## config.mk

```make
export PLATFORM = sky130hd
export DESIGN_NAME = markup_tag_word_tokenizer_unit
export DESIGN_NICKNAME = d
export VERILOG_FILES = /design/src/hw/rtl/mtwt_pkg.sv /design/src/hw/rtl/mtwt_scan.sv /design/src/hw/rtl/mtwt_queue.sv /design/src/hw/rtl/mtwt_emit.sv /design/src/hw/rtl/markup_tag_word_tokenizer_unit.sv
export SDC_FILE = /design/constraint.sdc
export NUM_CORES = 1
export LEC_CHECK = 0
export BUFFER_PORTS_ARGS = -buffer_cell sky130_fd_sc_hd__buf_2
export CAP_MARGIN = 0
export CORE_MARGIN = 3
export CORE_UTILIZATION = 28
export DETAILED_ROUTE_END_ITERATION = 6
export SLEW_MARGIN = 20
export SYNTH_ARGS = -nofsm -noshare
export SYNTH_HDL_FRONTEND = slang
export SYNTH_SLANG_ARGS = --single-unit
export TNS_END_PERCENT = 50
```

## constraint.sdc

```tcl
create_clock -name clk_i -period 4.25 [get_ports clk_i]
set_input_delay 0.6375 -clock clk_i [delete_from_list [all_inputs] [get_ports clk_i]]
set_output_delay 0.6375 -clock clk_i [all_outputs]
set_load 0.1 [all_outputs]
```

## src/hw/rtl/mtwt_pkg.sv

```systemverilog
`timescale 1ns / 1ps
// ----------------------------------------------------------------------------
// mtwt_pkg
// Types, codes and character tests shared by the markup tokenizer modules.
// ----------------------------------------------------------------------------
package mtwt_pkg;

  localparam int unsigned QueueDepth = 4;

  localparam logic [7:0] ChLt    = 8'h3C;  // '<'
  localparam logic [7:0] ChSlash = 8'h2F;  // '/'
  localparam logic [7:0] ChGt    = 8'h3E;  // '>'
  localparam logic [7:0] ChAmp   = 8'h26;  // '&'
  localparam logic [7:0] ChSemi  = 8'h3B;  // ';'
  localparam logic [7:0] ChDash  = 8'h2D;  // '-'
  localparam logic [7:0] ChApos  = 8'h27;  // apostrophe

  typedef enum logic [3:0] {
    ModeIdle     = 4'd0,
    ModeTagOpen  = 4'd1,
    ModeEtagFirst = 4'd2,
    ModeTagName  = 4'd3,
    ModeAmp      = 4'd4,
    ModeAmpName  = 4'd5,
    ModeWord     = 4'd6,
    ModeJoin     = 4'd7
  } scan_mode_e;

  typedef enum logic [1:0] {
    KindStart  = 2'd0,
    KindEnd    = 2'd1,
    KindWord   = 2'd2,
    KindNotice = 2'd3
  } token_kind_e;

  typedef struct packed {
    logic [7:0]  ch;
    token_kind_e kind;
    logic        tok_last;
  } result_t;

  // all results of one transaction, entry 0 first
  typedef struct packed {
    logic [1:0]        cnt;
    result_t [2:0]     res;
  } bundle_t;

  function automatic logic is_alpha(input logic [7:0] c);
    return (c >= 8'h61 && c <= 8'h7A) || (c >= 8'h41 && c <= 8'h5A);
  endfunction

  function automatic logic is_alnum(input logic [7:0] c);
    return is_alpha(c) || (c >= 8'h30 && c <= 8'h39);
  endfunction

endpackage

```

## src/hw/rtl/mtwt_scan.sv

```systemverilog
`timescale 1ns / 1ps
// ----------------------------------------------------------------------------
// mtwt_scan
// Front end: accepts one byte a cycle while accept_i is high, tracks the scanner
// phase and builds the group of up to three token results each byte causes.
// ----------------------------------------------------------------------------
module mtwt_scan (
  input  logic              clk_i,
  input  logic              rst_ni,
  input  logic              accept_i,
  input  logic [7:0]        in_char_i,
  input  logic              end_of_stream_i,
  output logic              push_o,
  output mtwt_pkg::bundle_t bundle_o
);

  mtwt_pkg::scan_mode_e  mode_q, mode_d;
  logic [7:0]            held_char_q, held_char_d;
  logic                  held_valid_q, held_valid_d;
  logic [7:0]            join_char_q, join_char_d;
  mtwt_pkg::token_kind_e ttype_q, ttype_d;
  logic                  discard_q, discard_d;

  always_ff @(posedge clk_i or negedge rst_ni) begin
    if (!rst_ni) begin
      mode_q       <= mtwt_pkg::ModeIdle;
      held_char_q  <= '0;
      held_valid_q <= 1'b0;
      join_char_q  <= '0;
      ttype_q      <= mtwt_pkg::KindStart;
      discard_q    <= 1'b0;
    end else if (accept_i) begin
      mode_q       <= mode_d;
      held_char_q  <= held_char_d;
      held_valid_q <= held_valid_d;
      join_char_q  <= join_char_d;
      ttype_q      <= ttype_d;
      discard_q    <= discard_d;
    end
  end

  always_comb begin
    logic [7:0] c;
    logic [1:0] n;
    c            = in_char_i;
    n            = 2'd0;
    bundle_o     = '0;
    mode_d       = mode_q;
    held_char_d  = held_char_q;
    held_valid_d = held_valid_q;
    join_char_d  = join_char_q;
    ttype_d      = ttype_q;
    discard_d    = discard_q;

    if (end_of_stream_i) begin
      if ((mode_q == mtwt_pkg::ModeWord || mode_q == mtwt_pkg::ModeJoin) &&
          held_valid_q && !discard_q) begin
        bundle_o.res[n] = '{ch: held_char_q, kind: mtwt_pkg::KindWord, tok_last: 1'b1};
        n = n + 2'd1;
      end
      held_valid_d = 1'b0;
      discard_d    = 1'b0;
      mode_d       = mtwt_pkg::ModeIdle;
    end else begin
      unique case (mode_q)
        mtwt_pkg::ModeTagOpen: begin
          if (c == mtwt_pkg::ChSlash) begin
            bundle_o.res[n] = '{ch: held_char_q, kind: mtwt_pkg::KindEnd, tok_last: 1'b0};
            n = n + 2'd1;
            held_char_d  = c;
            held_valid_d = 1'b1;
            ttype_d      = mtwt_pkg::KindEnd;
            mode_d       = mtwt_pkg::ModeEtagFirst;
          end else begin
            if (!mtwt_pkg::is_alpha(c)) begin
              bundle_o.res[n] = '{ch: c, kind: mtwt_pkg::KindNotice, tok_last: 1'b1};
              n = n + 2'd1;
            end
            bundle_o.res[n] = '{ch: held_char_q, kind: mtwt_pkg::KindStart, tok_last: 1'b0};
            n = n + 2'd1;
            held_char_d  = c;
            held_valid_d = 1'b1;
            ttype_d      = mtwt_pkg::KindStart;
            mode_d       = mtwt_pkg::ModeTagName;
          end
        end
        mtwt_pkg::ModeEtagFirst, mtwt_pkg::ModeTagName: begin
          if (mtwt_pkg::is_alnum(c)) begin
            if (mode_q == mtwt_pkg::ModeEtagFirst && !mtwt_pkg::is_alpha(c)) begin
              bundle_o.res[n] = '{ch: c, kind: mtwt_pkg::KindNotice, tok_last: 1'b1};
              n = n + 2'd1;
            end
            bundle_o.res[n] = '{ch: held_char_q, kind: ttype_q, tok_last: 1'b0};
            n = n + 2'd1;
            held_char_d  = c;
            held_valid_d = 1'b1;
            mode_d       = mtwt_pkg::ModeTagName;
          end else begin
            // wrong terminator, or '>' right after '</'
            if (c != mtwt_pkg::ChGt || mode_q == mtwt_pkg::ModeEtagFirst) begin
              bundle_o.res[n] = '{ch: c, kind: mtwt_pkg::KindNotice, tok_last: 1'b1};
              n = n + 2'd1;
            end
            bundle_o.res[n] = '{ch: held_char_q, kind: ttype_q, tok_last: 1'b0};
            n = n + 2'd1;
            bundle_o.res[n] = '{ch: c, kind: ttype_q, tok_last: 1'b1};
            n = n + 2'd1;
            held_valid_d = 1'b0;
            if (c == mtwt_pkg::ChLt) begin
              held_char_d  = c;
              held_valid_d = 1'b1;
              ttype_d      = mtwt_pkg::KindStart;
              mode_d       = mtwt_pkg::ModeTagOpen;
            end else begin
              mode_d = mtwt_pkg::ModeIdle;
            end
          end
        end
        mtwt_pkg::ModeAmp, mtwt_pkg::ModeAmpName: begin
          if (mtwt_pkg::is_alpha(c)) begin
            mode_d = mtwt_pkg::ModeAmpName;
          end else begin
            if (mode_q == mtwt_pkg::ModeAmpName && c != mtwt_pkg::ChSemi) begin
              bundle_o.res[n] = '{ch: c, kind: mtwt_pkg::KindNotice, tok_last: 1'b1};
              n = n + 2'd1;
            end
            if (c == mtwt_pkg::ChLt) begin
              held_char_d  = c;
              held_valid_d = 1'b1;
              ttype_d      = mtwt_pkg::KindStart;
              mode_d       = mtwt_pkg::ModeTagOpen;
            end else begin
              mode_d = mtwt_pkg::ModeIdle;
            end
          end
        end
        mtwt_pkg::ModeWord: begin
          if (mtwt_pkg::is_alnum(c)) begin
            if (!discard_q) begin
              if (held_valid_q) begin
                bundle_o.res[n] = '{ch: held_char_q, kind: mtwt_pkg::KindWord,
                                    tok_last: 1'b0};
                n = n + 2'd1;
              end
              held_char_d  = c;
              held_valid_d = 1'b1;
              ttype_d      = mtwt_pkg::KindWord;
            end
          end else if (c == mtwt_pkg::ChDash || c == mtwt_pkg::ChApos) begin
            join_char_d = c;
            mode_d      = mtwt_pkg::ModeJoin;
          end else begin
            if (held_valid_q && !discard_q) begin
              bundle_o.res[n] = '{ch: held_char_q, kind: mtwt_pkg::KindWord,
                                  tok_last: 1'b1};
              n = n + 2'd1;
            end
            held_valid_d = 1'b0;
            discard_d    = 1'b0;
            if (c == mtwt_pkg::ChLt) begin
              held_char_d  = c;
              held_valid_d = 1'b1;
              ttype_d      = mtwt_pkg::KindStart;
              mode_d       = mtwt_pkg::ModeTagOpen;
            end else begin
              mode_d = mtwt_pkg::ModeIdle;
            end
          end
        end
        mtwt_pkg::ModeJoin: begin
          if (mtwt_pkg::is_alnum(c)) begin
            if (discard_q || !held_valid_q) begin
              discard_d    = 1'b1;
              held_valid_d = 1'b0;
            end else begin
              bundle_o.res[n] = '{ch: held_char_q, kind: mtwt_pkg::KindWord,
                                  tok_last: 1'b0};
              n = n + 2'd1;
              bundle_o.res[n] = '{ch: join_char_q, kind: mtwt_pkg::KindWord,
                                  tok_last: 1'b0};
              n = n + 2'd1;
              held_char_d  = c;
              held_valid_d = 1'b1;
              ttype_d      = mtwt_pkg::KindWord;
            end
          end else begin
            // byte after a dangling join char is swallowed
            if (held_valid_q && !discard_q) begin
              bundle_o.res[n] = '{ch: held_char_q, kind: mtwt_pkg::KindWord,
                                  tok_last: 1'b1};
              n = n + 2'd1;
            end
            held_valid_d = 1'b0;
            discard_d    = 1'b0;
          end
          mode_d = mtwt_pkg::ModeWord;
        end
        default: begin
          if (c == mtwt_pkg::ChLt) begin
            held_char_d  = c;
            held_valid_d = 1'b1;
            ttype_d      = mtwt_pkg::KindStart;
            mode_d       = mtwt_pkg::ModeTagOpen;
          end else if (c == mtwt_pkg::ChAmp) begin
            mode_d = mtwt_pkg::ModeAmp;
          end else if (mtwt_pkg::is_alnum(c)) begin
            discard_d    = 1'b0;
            held_char_d  = c;
            held_valid_d = 1'b1;
            ttype_d      = mtwt_pkg::KindWord;
            mode_d       = mtwt_pkg::ModeWord;
          end else begin
            mode_d = mtwt_pkg::ModeIdle;
          end
        end
      endcase
    end

    bundle_o.cnt = n;
  end

  assign push_o = accept_i && (bundle_o.cnt != 2'd0);

endmodule

```

## src/hw/rtl/mtwt_queue.sv

```systemverilog
`timescale 1ns / 1ps
// ----------------------------------------------------------------------------
// mtwt_queue
// Short queue of result groups between the scanner and the output stage.
// ----------------------------------------------------------------------------
module mtwt_queue #(
  parameter int unsigned Depth = mtwt_pkg::QueueDepth
) (
  input  logic              clk_i,
  input  logic              rst_ni,
  input  logic              push_i,
  input  mtwt_pkg::bundle_t wdata_i,
  input  logic              pop_i,
  output mtwt_pkg::bundle_t rdata_o,
  output logic              empty_o,
  output logic              full_o
);

  localparam int unsigned AddrW = (Depth > 1) ? $clog2(Depth) : 1;
  localparam int unsigned CntW  = $clog2(Depth + 1);

  mtwt_pkg::bundle_t mem_q [Depth];
  logic [AddrW-1:0]  wr_ptr_q, rd_ptr_q;
  logic [CntW-1:0]   count_q;

  function automatic logic [AddrW-1:0] ptr_inc(input logic [AddrW-1:0] p);
    return (p == AddrW'(Depth - 1)) ? '0 : p + AddrW'(1);
  endfunction

  always_ff @(posedge clk_i or negedge rst_ni) begin
    if (!rst_ni) begin
      wr_ptr_q <= '0;
      rd_ptr_q <= '0;
      count_q  <= '0;
    end else begin
      if (push_i) begin
        wr_ptr_q <= ptr_inc(wr_ptr_q);
      end
      if (pop_i) begin
        rd_ptr_q <= ptr_inc(rd_ptr_q);
      end
      if (push_i && !pop_i) begin
        count_q <= count_q + CntW'(1);
      end else if (pop_i && !push_i) begin
        count_q <= count_q - CntW'(1);
      end
    end
  end

  always_ff @(posedge clk_i) begin
    if (push_i) begin
      mem_q[wr_ptr_q] <= wdata_i;
    end
  end

  assign rdata_o = mem_q[rd_ptr_q];
  assign empty_o = (count_q == '0);
  assign full_o  = (count_q == CntW'(Depth));

`ifndef SYNTHESIS
  assert property (@(posedge clk_i) disable iff (!rst_ni) full_o |-> !push_i)
    else $error("queue written while full");
  assert property (@(posedge clk_i) disable iff (!rst_ni) empty_o |-> !pop_i)
    else $error("queue read while empty");
  assert property (@(posedge clk_i) disable iff (!rst_ni) count_q <= CntW'(Depth))
    else $error("queue count beyond depth");
  assert property (@(posedge clk_i) disable iff (!rst_ni)
      push_i |-> wdata_i.cnt != 2'd0)
    else $error("empty result group queued");
`endif

endmodule

```

## src/hw/rtl/mtwt_emit.sv

```systemverilog
`timescale 1ns / 1ps
// ----------------------------------------------------------------------------
// mtwt_emit
// Back end: walks the queued result groups one result per cycle, while the
// output is not stalled, into the output register.
// ----------------------------------------------------------------------------
module mtwt_emit (
  input  logic              clk_i,
  input  logic              rst_ni,
  input  mtwt_pkg::bundle_t head_i,
  input  logic              empty_i,
  output logic              pop_o,
  input  logic              out_stall_i,
  output logic              out_valid_o,
  output mtwt_pkg::result_t out_res_o
);

  logic              valid_q;
  logic [1:0]        idx_q;
  mtwt_pkg::result_t res_q;
  logic              load;
  logic              take;
  logic              group_done;

  assign load       = !valid_q || !out_stall_i;
  assign take       = load && !empty_i;
  assign group_done = (idx_q == head_i.cnt - 2'd1);
  assign pop_o      = take && group_done;

  always_ff @(posedge clk_i or negedge rst_ni) begin
    if (!rst_ni) begin
      valid_q <= 1'b0;
      idx_q   <= '0;
    end else if (load) begin
      valid_q <= !empty_i;
      if (take) begin
        idx_q <= group_done ? 2'd0 : idx_q + 2'd1;
      end
    end
  end

  always_ff @(posedge clk_i) begin
    if (take) begin
      res_q <= head_i.res[idx_q];
    end
  end

  assign out_valid_o = valid_q;
  assign out_res_o   = res_q;

endmodule

```

## src/hw/rtl/markup_tag_word_tokenizer_unit.sv

```systemverilog
`timescale 1ns / 1ps
// ----------------------------------------------------------------------------
// markup_tag_word_tokenizer_unit
// Markup byte-stream tokenizer: start tags, end tags and words, with notices.
// ----------------------------------------------------------------------------
// Usage:
//   Input channel (in_valid_i / in_stall_o) carries one byte per transaction,
//   or an end-of-stream mark. Output channel (out_valid_o / out_stall_i)
//   carries one token character per transaction with its kind and last flag.
//   One input byte yields zero to three results, in order.
//   A result is written into the queue when the byte that caused it is
//   accepted and moves from there into the output register once nothing
//   ahead of it is waiting.
//   The scanner takes one byte per cycle while the output keeps up; the
//   output stage delivers one result per cycle while out_stall_i is low, so
//   a byte with two or three results holds the output until each has gone
//   out. A queue of QUEUE_DEPTH result groups sits between scanner and
//   output; in_stall_o rises only when it is full.
//   Reset puts the scanner between tokens and empties the queue.
//   A stall on the output holds the result on the ports; the scanner keeps
//   taking bytes until the queue fills.
// ----------------------------------------------------------------------------
module markup_tag_word_tokenizer_unit #(
  parameter int unsigned QUEUE_DEPTH = mtwt_pkg::QueueDepth
) (
  input  logic       clk_i,
  input  logic       rst_ni,
  input  logic       in_valid_i,
  output logic       in_stall_o,
  input  logic [7:0] in_char_i,
  input  logic       end_of_stream_i,
  output logic       out_valid_o,
  input  logic       out_stall_i,
  output logic [7:0] out_char_o,
  output logic [1:0] token_kind_o,
  output logic       token_last_o
);

  logic              accept;
  logic              push;
  mtwt_pkg::bundle_t wr_bundle;
  mtwt_pkg::bundle_t head;
  logic              pop;
  logic              empty;
  logic              full;
  mtwt_pkg::result_t res;

  assign in_stall_o = full;
  assign accept     = in_valid_i && !full;

  mtwt_scan u_scan (
    .clk_i           (clk_i),
    .rst_ni          (rst_ni),
    .accept_i        (accept),
    .in_char_i       (in_char_i),
    .end_of_stream_i (end_of_stream_i),
    .push_o          (push),
    .bundle_o        (wr_bundle)
  );

  mtwt_queue #(
    .Depth (QUEUE_DEPTH)
  ) u_queue (
    .clk_i   (clk_i),
    .rst_ni  (rst_ni),
    .push_i  (push),
    .wdata_i (wr_bundle),
    .pop_i   (pop),
    .rdata_o (head),
    .empty_o (empty),
    .full_o  (full)
  );

  mtwt_emit u_emit (
    .clk_i       (clk_i),
    .rst_ni      (rst_ni),
    .head_i      (head),
    .empty_i     (empty),
    .pop_o       (pop),
    .out_stall_i (out_stall_i),
    .out_valid_o (out_valid_o),
    .out_res_o   (res)
  );

  assign out_char_o   = res.ch;
  assign token_kind_o = res.kind;
  assign token_last_o = res.tok_last;

endmodule

```

# After elaboration in Yosys (flattened, before gate mapping)
# Memories as Yosys holds them, arrays and structs flattened.
# Cells that the tools add are included.
dict set report word_totals {
  input_bits 13
  mem_bits_rw 140
  mem_count 1
  out_inout_bits 13
  latch_bits 0
  wordCells 265
  rom_bits 0
  register_bits 45
}
dict set report classes {
  reduce_logical 50
  add_sub_neg 10
  div 0
  bitwise 2
  n_mul 0
  shift 0
  magnitude_cmp 15
  muxes 137
  eq_ne 36
}
# name words width read_ports rd_ports_with_merged_regs wr line
set mem_list {}
lappend mem_list {u_queue.mem_q 4 35 1 0 1 mtwt_queue.sv:22} ;# mtwt_pkg::bundle_t mem_q [Depth];
# op n
set op_table {}
lappend op_table {{$mux W11} 29}
lappend op_table {{$bwmux W33} 4}
lappend op_table {{$demux W11 S2} 4}
lappend op_table {{$mux W8} 11}
lappend op_table {{$mux W22} 3}
lappend op_table {{$mux W2} 32}
lappend op_table {{$pmux W11 S5} 1}
lappend op_table {{$eq A8 B6 Y1 const B} 5}
lappend op_table {{$pmux W8 S5} 1}
lappend op_table {{$mux W1} 33}
lappend op_table {{$mux W33} 1}
lappend op_table {{$pmux W11 S3} 1}
lappend op_table {{$mux W4} 6}
lappend op_table {{$bmux W11 S2} 1}
lappend op_table {{$pmux W11 S2} 1}
lappend op_table {{$pmux W2 S5} 2}
lappend op_table {{$pmux W4 S5} 1}
lappend op_table {{$logic_and A1 B1 Y1} 18}
lappend op_table {{$eq A4 B3 Y1 const B} 4}
lappend op_table {{$ge A8 B7 Y1 const B} 2}
lappend op_table {{$le A8 B7 Y1 const B} 2}
lappend op_table {{$ne A8 B6 Y1 const B} 2}
lappend op_table {{$lt A2 B3 Y1 const B} 5}
lappend op_table {{$ne A3 B3 Y1 const B} 5}
lappend op_table {{other kinds (37)} 76}

# Logic depth before layout (Yosys ltp)
dict set report logic_depth {
  word_depth 19
  mapped_depth 13
  ltp_nobuf 11
}

# Hierarchy
# From an unflattened synthesis, not the netlist that was laid out.
dict set report hier_totals {
  cells_unflattened 552
  area_unflattened_um2 8399.3
}
# module area_per_inst_um2 cells_per_inst instances seq_area_each_um2
set by_module_without_submodules {}
lappend by_module_without_submodules {mtwt_queue 5522.8 220 1 4379.2}
lappend by_module_without_submodules {mtwt_scan 2087.0 263 1 575.6}
lappend by_module_without_submodules {mtwt_emit 775.7 68 1 405.4}
lappend by_module_without_submodules {markup_tag_word_tokenizer_unit 13.8 1 1 0.0}

# Worst setup path before layout
# OpenSTA, ideal clock, no wires.
dict set report synth_path {
  path_type {register to register}
  startpoint {register u_queue.count_q[0]}
  endpoint {register u_queue.count_q[1]}
  path_stages_with_launch 9
  setup_ns 0.125
  path_slack_ns -0.270
  t_arrival_ns 4.395
  n_path_buf 1
  required_ns 4.125
  period_less_slack_ns 4.520
  cell_sequence {dfrtp_1 > nor3b_1 > nand2b_1 > clkbuf_1 > nor3_4 > ha_1 > inv_1 > fa_1 > mux2_2}
}
dict set report synth_via {
  elab_chain_len 7
  word_cells_on_any_way 17
  classes_between {2 x add/sub; 1 x eq/ne; 2 x mux; 12 x reduce/logical}
}
# item line
set synth_rtl {}
lappend synth_rtl {{start: declaration} mtwt_queue.sv:24} ;# logic [CntW-1:0] count_q;
lappend synth_rtl {{start signal: assignment} mtwt_queue.sv:43} ;# count_q <= count_q + CntW'(1);
lappend synth_rtl {{start signal: assignment} mtwt_queue.sv:45} ;# count_q <= count_q - CntW'(1);
lappend synth_rtl {{$eq A3 B3 Y1 (*)} mtwt_queue.sv:58} ;# assign full_o = (count_q == CntW'(Depth));
lappend synth_rtl {{named net in_stall_o} markup_tag_word_tokenizer_unit.sv:29} ;# output logic in_stall_o,
lappend synth_rtl {{$logic_not A1 Y1 (*)} markup_tag_word_tokenizer_unit.sv:49} ;# assign accept = in_valid_i && !full;
lappend synth_rtl {{$logic_and A1 B1 Y1 (*)} markup_tag_word_tokenizer_unit.sv:49}
lappend synth_rtl {{$logic_and A1 B1 Y1 (*)} mtwt_scan.sv:222} ;# assign push_o = accept_i && (bundle_o.cnt != 2'd0);
lappend synth_rtl {{named net push} markup_tag_word_tokenizer_unit.sv:40} ;# logic push;
lappend synth_rtl {{$logic_not A1 Y1} mtwt_queue.sv:44} ;# end else if (pop_i && !push_i) begin
lappend synth_rtl {{$logic_and A1 B1 Y1} mtwt_queue.sv:44}
lappend synth_rtl {{$reduce_bool A2 Y1 (no line)} n/a}
# The timed path passes the listed nets; every way through them passes the cells marked *. The select of a mux whose other input is x is not followed.
# A chain may end at the register's enable or synchronous reset.

# Final worst setup path
dict set report layout_path {
  startpoint {register u_scan.mode_q[0]}
  endpoint {register u_queue.count_q[2]}
}
dict set report layout_via {
  elab_chain_len 16
  word_cells_on_any_way 39
  classes_between {3 x add/sub; 7 x eq/ne; 15 x mux; 14 x reduce/logical}
}
# item line
set layout_rtl {}
lappend layout_rtl {{start: declaration} mtwt_scan.sv:17} ;# mtwt_pkg::scan_mode_e mode_q, mode_d;
lappend layout_rtl {{start signal: assignment} mtwt_scan.sv:26} ;# mode_q <= mtwt_pkg::ModeIdle;
lappend layout_rtl {{start signal: assignment} mtwt_scan.sv:33} ;# mode_q <= mode_d;
lappend layout_rtl {{$eq A4 B2 Y1} {mtwt_scan.sv:65, mtwt_scan.sv:89, mtwt_scan.sv:100}}
lappend layout_rtl {{$logic_or A1 B1 Y1} mtwt_scan.sv:100} ;# if (c != mtwt_pkg::ChGt || mode_q == mtwt_pkg::ModeEtagFirst) begin
lappend layout_rtl {{$mux W1} mtwt_scan.sv:100}
lappend layout_rtl {{$mux W2} mtwt_scan.sv:88} ;# if (mtwt_pkg::is_alnum(c)) begin
lappend layout_rtl {{$mux W2} mtwt_scan.sv:65} ;# unique case (mode_q)
lappend layout_rtl {{$mux W2} mtwt_scan.sv:55} ;# if (end_of_stream_i) begin
lappend layout_rtl {{$add A2 B1 Y2} mtwt_scan.sv:105} ;# n = n + 2'd1;
lappend layout_rtl {{$add A2 B1 Y2} mtwt_scan.sv:107} ;# n = n + 2'd1;
lappend layout_rtl {{$mux W2} mtwt_scan.sv:88}
lappend layout_rtl {{$pmux W2 S5} mtwt_scan.sv:65}
lappend layout_rtl {{$mux W2 (*)} mtwt_scan.sv:55}
lappend layout_rtl {{$reduce_bool A2 Y1 (*)} mtwt_scan.sv:222}
lappend layout_rtl {{$logic_and A1 B1 Y1 (*)} mtwt_scan.sv:222}
lappend layout_rtl {{named net push} markup_tag_word_tokenizer_unit.sv:40}
lappend layout_rtl {{$logic_not A1 Y1} mtwt_queue.sv:44}
lappend layout_rtl {{$logic_and A1 B1 Y1} mtwt_queue.sv:44}
lappend layout_rtl {{$reduce_bool A2 Y1 (no line)} n/a}
# Marked as above.

==> flow_metrics.py <==
metrics = {
    "floorplanning": {
        "die_h_um": 179,
        "die-area_um2": 32100,
        "io_pins": 26,
        "num_rows": 62,
        "die_w_um": 179,
        "coreArea_um2": 29100,
        "start_util": 0.288,
    },
    "clocking": {
        "tritoncts": "built",
        "root_buffer": "clkbuf_16",
        "cts_buffer_depth": 2,
        "clkTransAtPathRegs_ns": 0.06,
        "htreeDepth": 4,
        "worstSkewPairLatency_ns": 0.43,
        "cts_buffers": 17,
        "cts_resized": 0,
        "postCtsSetupBuffers": 0,
        "clock-sinks": 184,
        "hold_buffers": 0,
    },
    "sta": {
        "finalSetupTns_ns": 0,
        "slew_headroom": 0.443,
        "setup_slack_ns": 0.950,
        "final_max_slew_viol_count": 0,
        "period_needed_ns": 3.30,
        "setup_viol": 0,
        "max_slew.worst_pin.slew_ns": 0.835,
        "skew_ns": 0.00949,
        "rsz0062_at_grt": "false",
        "fmax_mhz": 303,
        "fin_crit_sh": 0.777,
        "hold_viol": 0,
    },
    "logic_synthesis": {
        "synth_common_cells": "edfxtp_1 (151), mux4_2 (35), dfrtp_1 (33), nand2_1 (33), inv_1 (19)",
        "synth_area_leaders": "edfxtp_1 (54%), dfrtp_1 (9.8%), mux4_2 (9.4%), mux2i_1 (1.7%), nand2_1 (1.5%)",
        "ys_types": 76,
        "synth_edf_count": 151,
        "synth_area_per_cell_um2": 15.3,
        "ys_ff_latch": 184,
        "yosys.area.top_type": "edfxtp_1",
        "ys_seq_area_frac": 0.639,
        "synth_nets": 570,
        "async_flop_share": 0.179,
        "ys.warnings.count": 0,
        "synth_top_area_frac": 0.540,
        "synth_cells": 550,
        "synth_area_um2": 8390,
        "synth_flop_cell": "edfxtp_1",
        "yosys.cell_count.top_type": "edfxtp_1",
    },
    "place": {
        "gp_congestion": 0.895,
        "io_buffer_count": 25,
        "dpl_cell_area_um2": 8970,
        "preCtsSetupSlack_ns": 0.711,
        "hpwl_um": 12600,
    },
    "cells_and_area": {
        "fin_util": 0.328,
        "syn_to_final_growth_pct": 13.6,
        "layout-drive-gt1-share": 0.223,
        "finalInstanceArea_um2": 9530,
        "fillerInstances": 2824,
        "antennaDiodeCount": 0,
        "nets": 595,
    },
    "detailed_routing": {
        "ant_nets": 0,
        "wirelength_um": 18500,
        "wl_per_cell_um": 19.0,
        "drt_iter0_markers": 450,
        "drc_errors": 0,
        "viasPerCell": 4.99,
        "firstDrtPassIters": 4,
        "num_vias": 4855,
    },
    "critical_path": {
        "cp.required_ns": 4.60,
        "worstSetupStartpointType": "flop",
        "worstSetupEndpointType": "flop",
        "critPathArrivalTime_ns": 3.65,
        "crit_fanout": 14,
        "crit_type": "flop to flop",
    },
    "power": {
        "swShare": 0.361,
        "internal-power_mw": 3.77,
        "static-leakage-power_nw": 3.40,
        "power.density_nw_per_um2": 618,
        "power.share.clock": 0.256,
        "p_switching_mw": 2.12,
        "fin_total_pwr_mw": 5.89,
        "peakVddDrop_mv": 0.279,
        "seqPwrFrac": 0.406,
        "p_comb_frac": 0.337,
    },
    "global_routing": {
        "antenna_found_initial": 0,
        "grt_pass1_vias": 5094,
        "grt_start_max_net_pins": 37,
        "grt_pass1_wl_um": 29400,
        "grt-ovfl-total": 0,
        "track_usage": 0.122,
    },
    "flow_run": {
        "maxCapViolations": 0,
    },
    "min_path": {
        "hold_path_class": "input port to async pin",
    },
    "run_status": {
        "status": "finished clean",
    },
}
[cell families after synthesis]
family,after synthesis,synth area share
flip-flops,184,0.639
AND/OR/NAND/NOR,137,0.0981
AO/OA/AOI/OAI,111,0.0987
multiplexers,54,0.118
buffers and inverters,51,0.0279
adder cells (fa/ha/maj),8,0.0125
XOR/XNOR,5,0.00612
[critical path, cell delays in order (launching register included)]
cell and delay (ns):
dfrtp_1 0.65, buf_4 0.26, nor3b_1 0.38, nand4_1 0.19, o31ai_1 0.11, and4b_4 0.25, nor3_4 0.24, ha_1 0.23
inv_1 0.07, fa_1 0.43, xor2_1 0.15, nor2_1 0.11, xor2_1 0.15
[power by group through the flow]
stage	Clock [mW]	Sequential [mW]	Combinational, mW
after floorplan	0	2.75	1.22
after global placement	0	2.43	2.01
after detailed placement	0	2.44	2.01
after CTS	1.55	2.40	2.02
after global routing	1.62	2.43	2.15
final	1.51	2.39	1.99
[sequential cells by signal, indices dropped and copies added, names as in the netlist]
name                 flops
u_emit.idx_q             2
u_queue.rd_ptr_q         2
u_scan.join_char_q       8
u_scan.held_valid_q      1
u_scan.ttype_q           2
u_scan.mode_q            3
u_scan.held_char_q       8
u_scan.discard_q         1
u_queue.mem_q          140
u_emit.out_valid_o       1
u_emit.out_res_o        11
u_queue.wr_ptr_q         2
u_queue.count_q          3
[layout by cell type, fill, tap and decap left out, types with 6 or more instances in the layout]
master,count
nand2b_1,8
nand3_1,8
nor2_1,16
clkbuf_16,17
a21oi_1,12
nand2_1,33
edfxtp_1,151
buf_2,25
dfrtp_1,32
inv_1,19
and2_1,11
mux2i_1,14
nand4_1,7
nor3_1,8
ha_1,6
o21ai_0,17
buf_4,11
a22o_1,12
o22ai_1,15
mux4_2,35
nor2b_1,7
[cell type report]
| class | instances | area [µm²] | share of cell area |
|---|---|---|---|
| clock buffer | 20 | 437 | 0.0458 |
| clock inverter | 12 | 124 | 0.0130 |
| inverter | 19 | 71.3 | 0.00748 |
| multi-input combinational | 315 | 2810 | 0.295 |
| sequential | 184 | 5360 | 0.562 |
| tap | 384 | 480 | 0.0504 |
| timing repair buffer | 38 | 248 | 0.0260 |
[per-layer routing]
metal | vias up | global-route usage | part of all wire
li1 | 2222 | - | -
met3 | 10 | 0.0260 | 0.060
met1 | 2501 | 0.171 | 0.46
met4 | 0 | 0.0390 | 0.011
met2 | 122 | 0.191 | 0.47
met5 | - | 0 | 0
[metrics by stage]
step,hold slack [ns],std cells
after floorplan,0.342,550
after global placement,0.452,940
after detailed placement,0.456,940
after CTS,0.331,972
after global routing,0.362,972
final,0.313,972
[final timing paths]
check	cells past startpoint	startpoint	to	slack [ns]
worst max-delay path	12	u_scan.mode_q[0]	u_queue.count_q[2]	0.95
worst min-delay path	1	rst_ni	u_scan.discard_q	0.31
worst max register to register	12	u_scan.mode_q[0]	u_queue.count_q[2]	0.95
worst min register to register	1	u_scan.join_char_q[2]	u_scan.join_char_q[2]	0.47
max in group asynchronous	1	rst_ni	u_queue.rd_ptr_q[0]	3.36
min in group clk_i	3	out_stall_i	u_emit.out_valid_o	0.45
(Power assumes the default switching activity.)
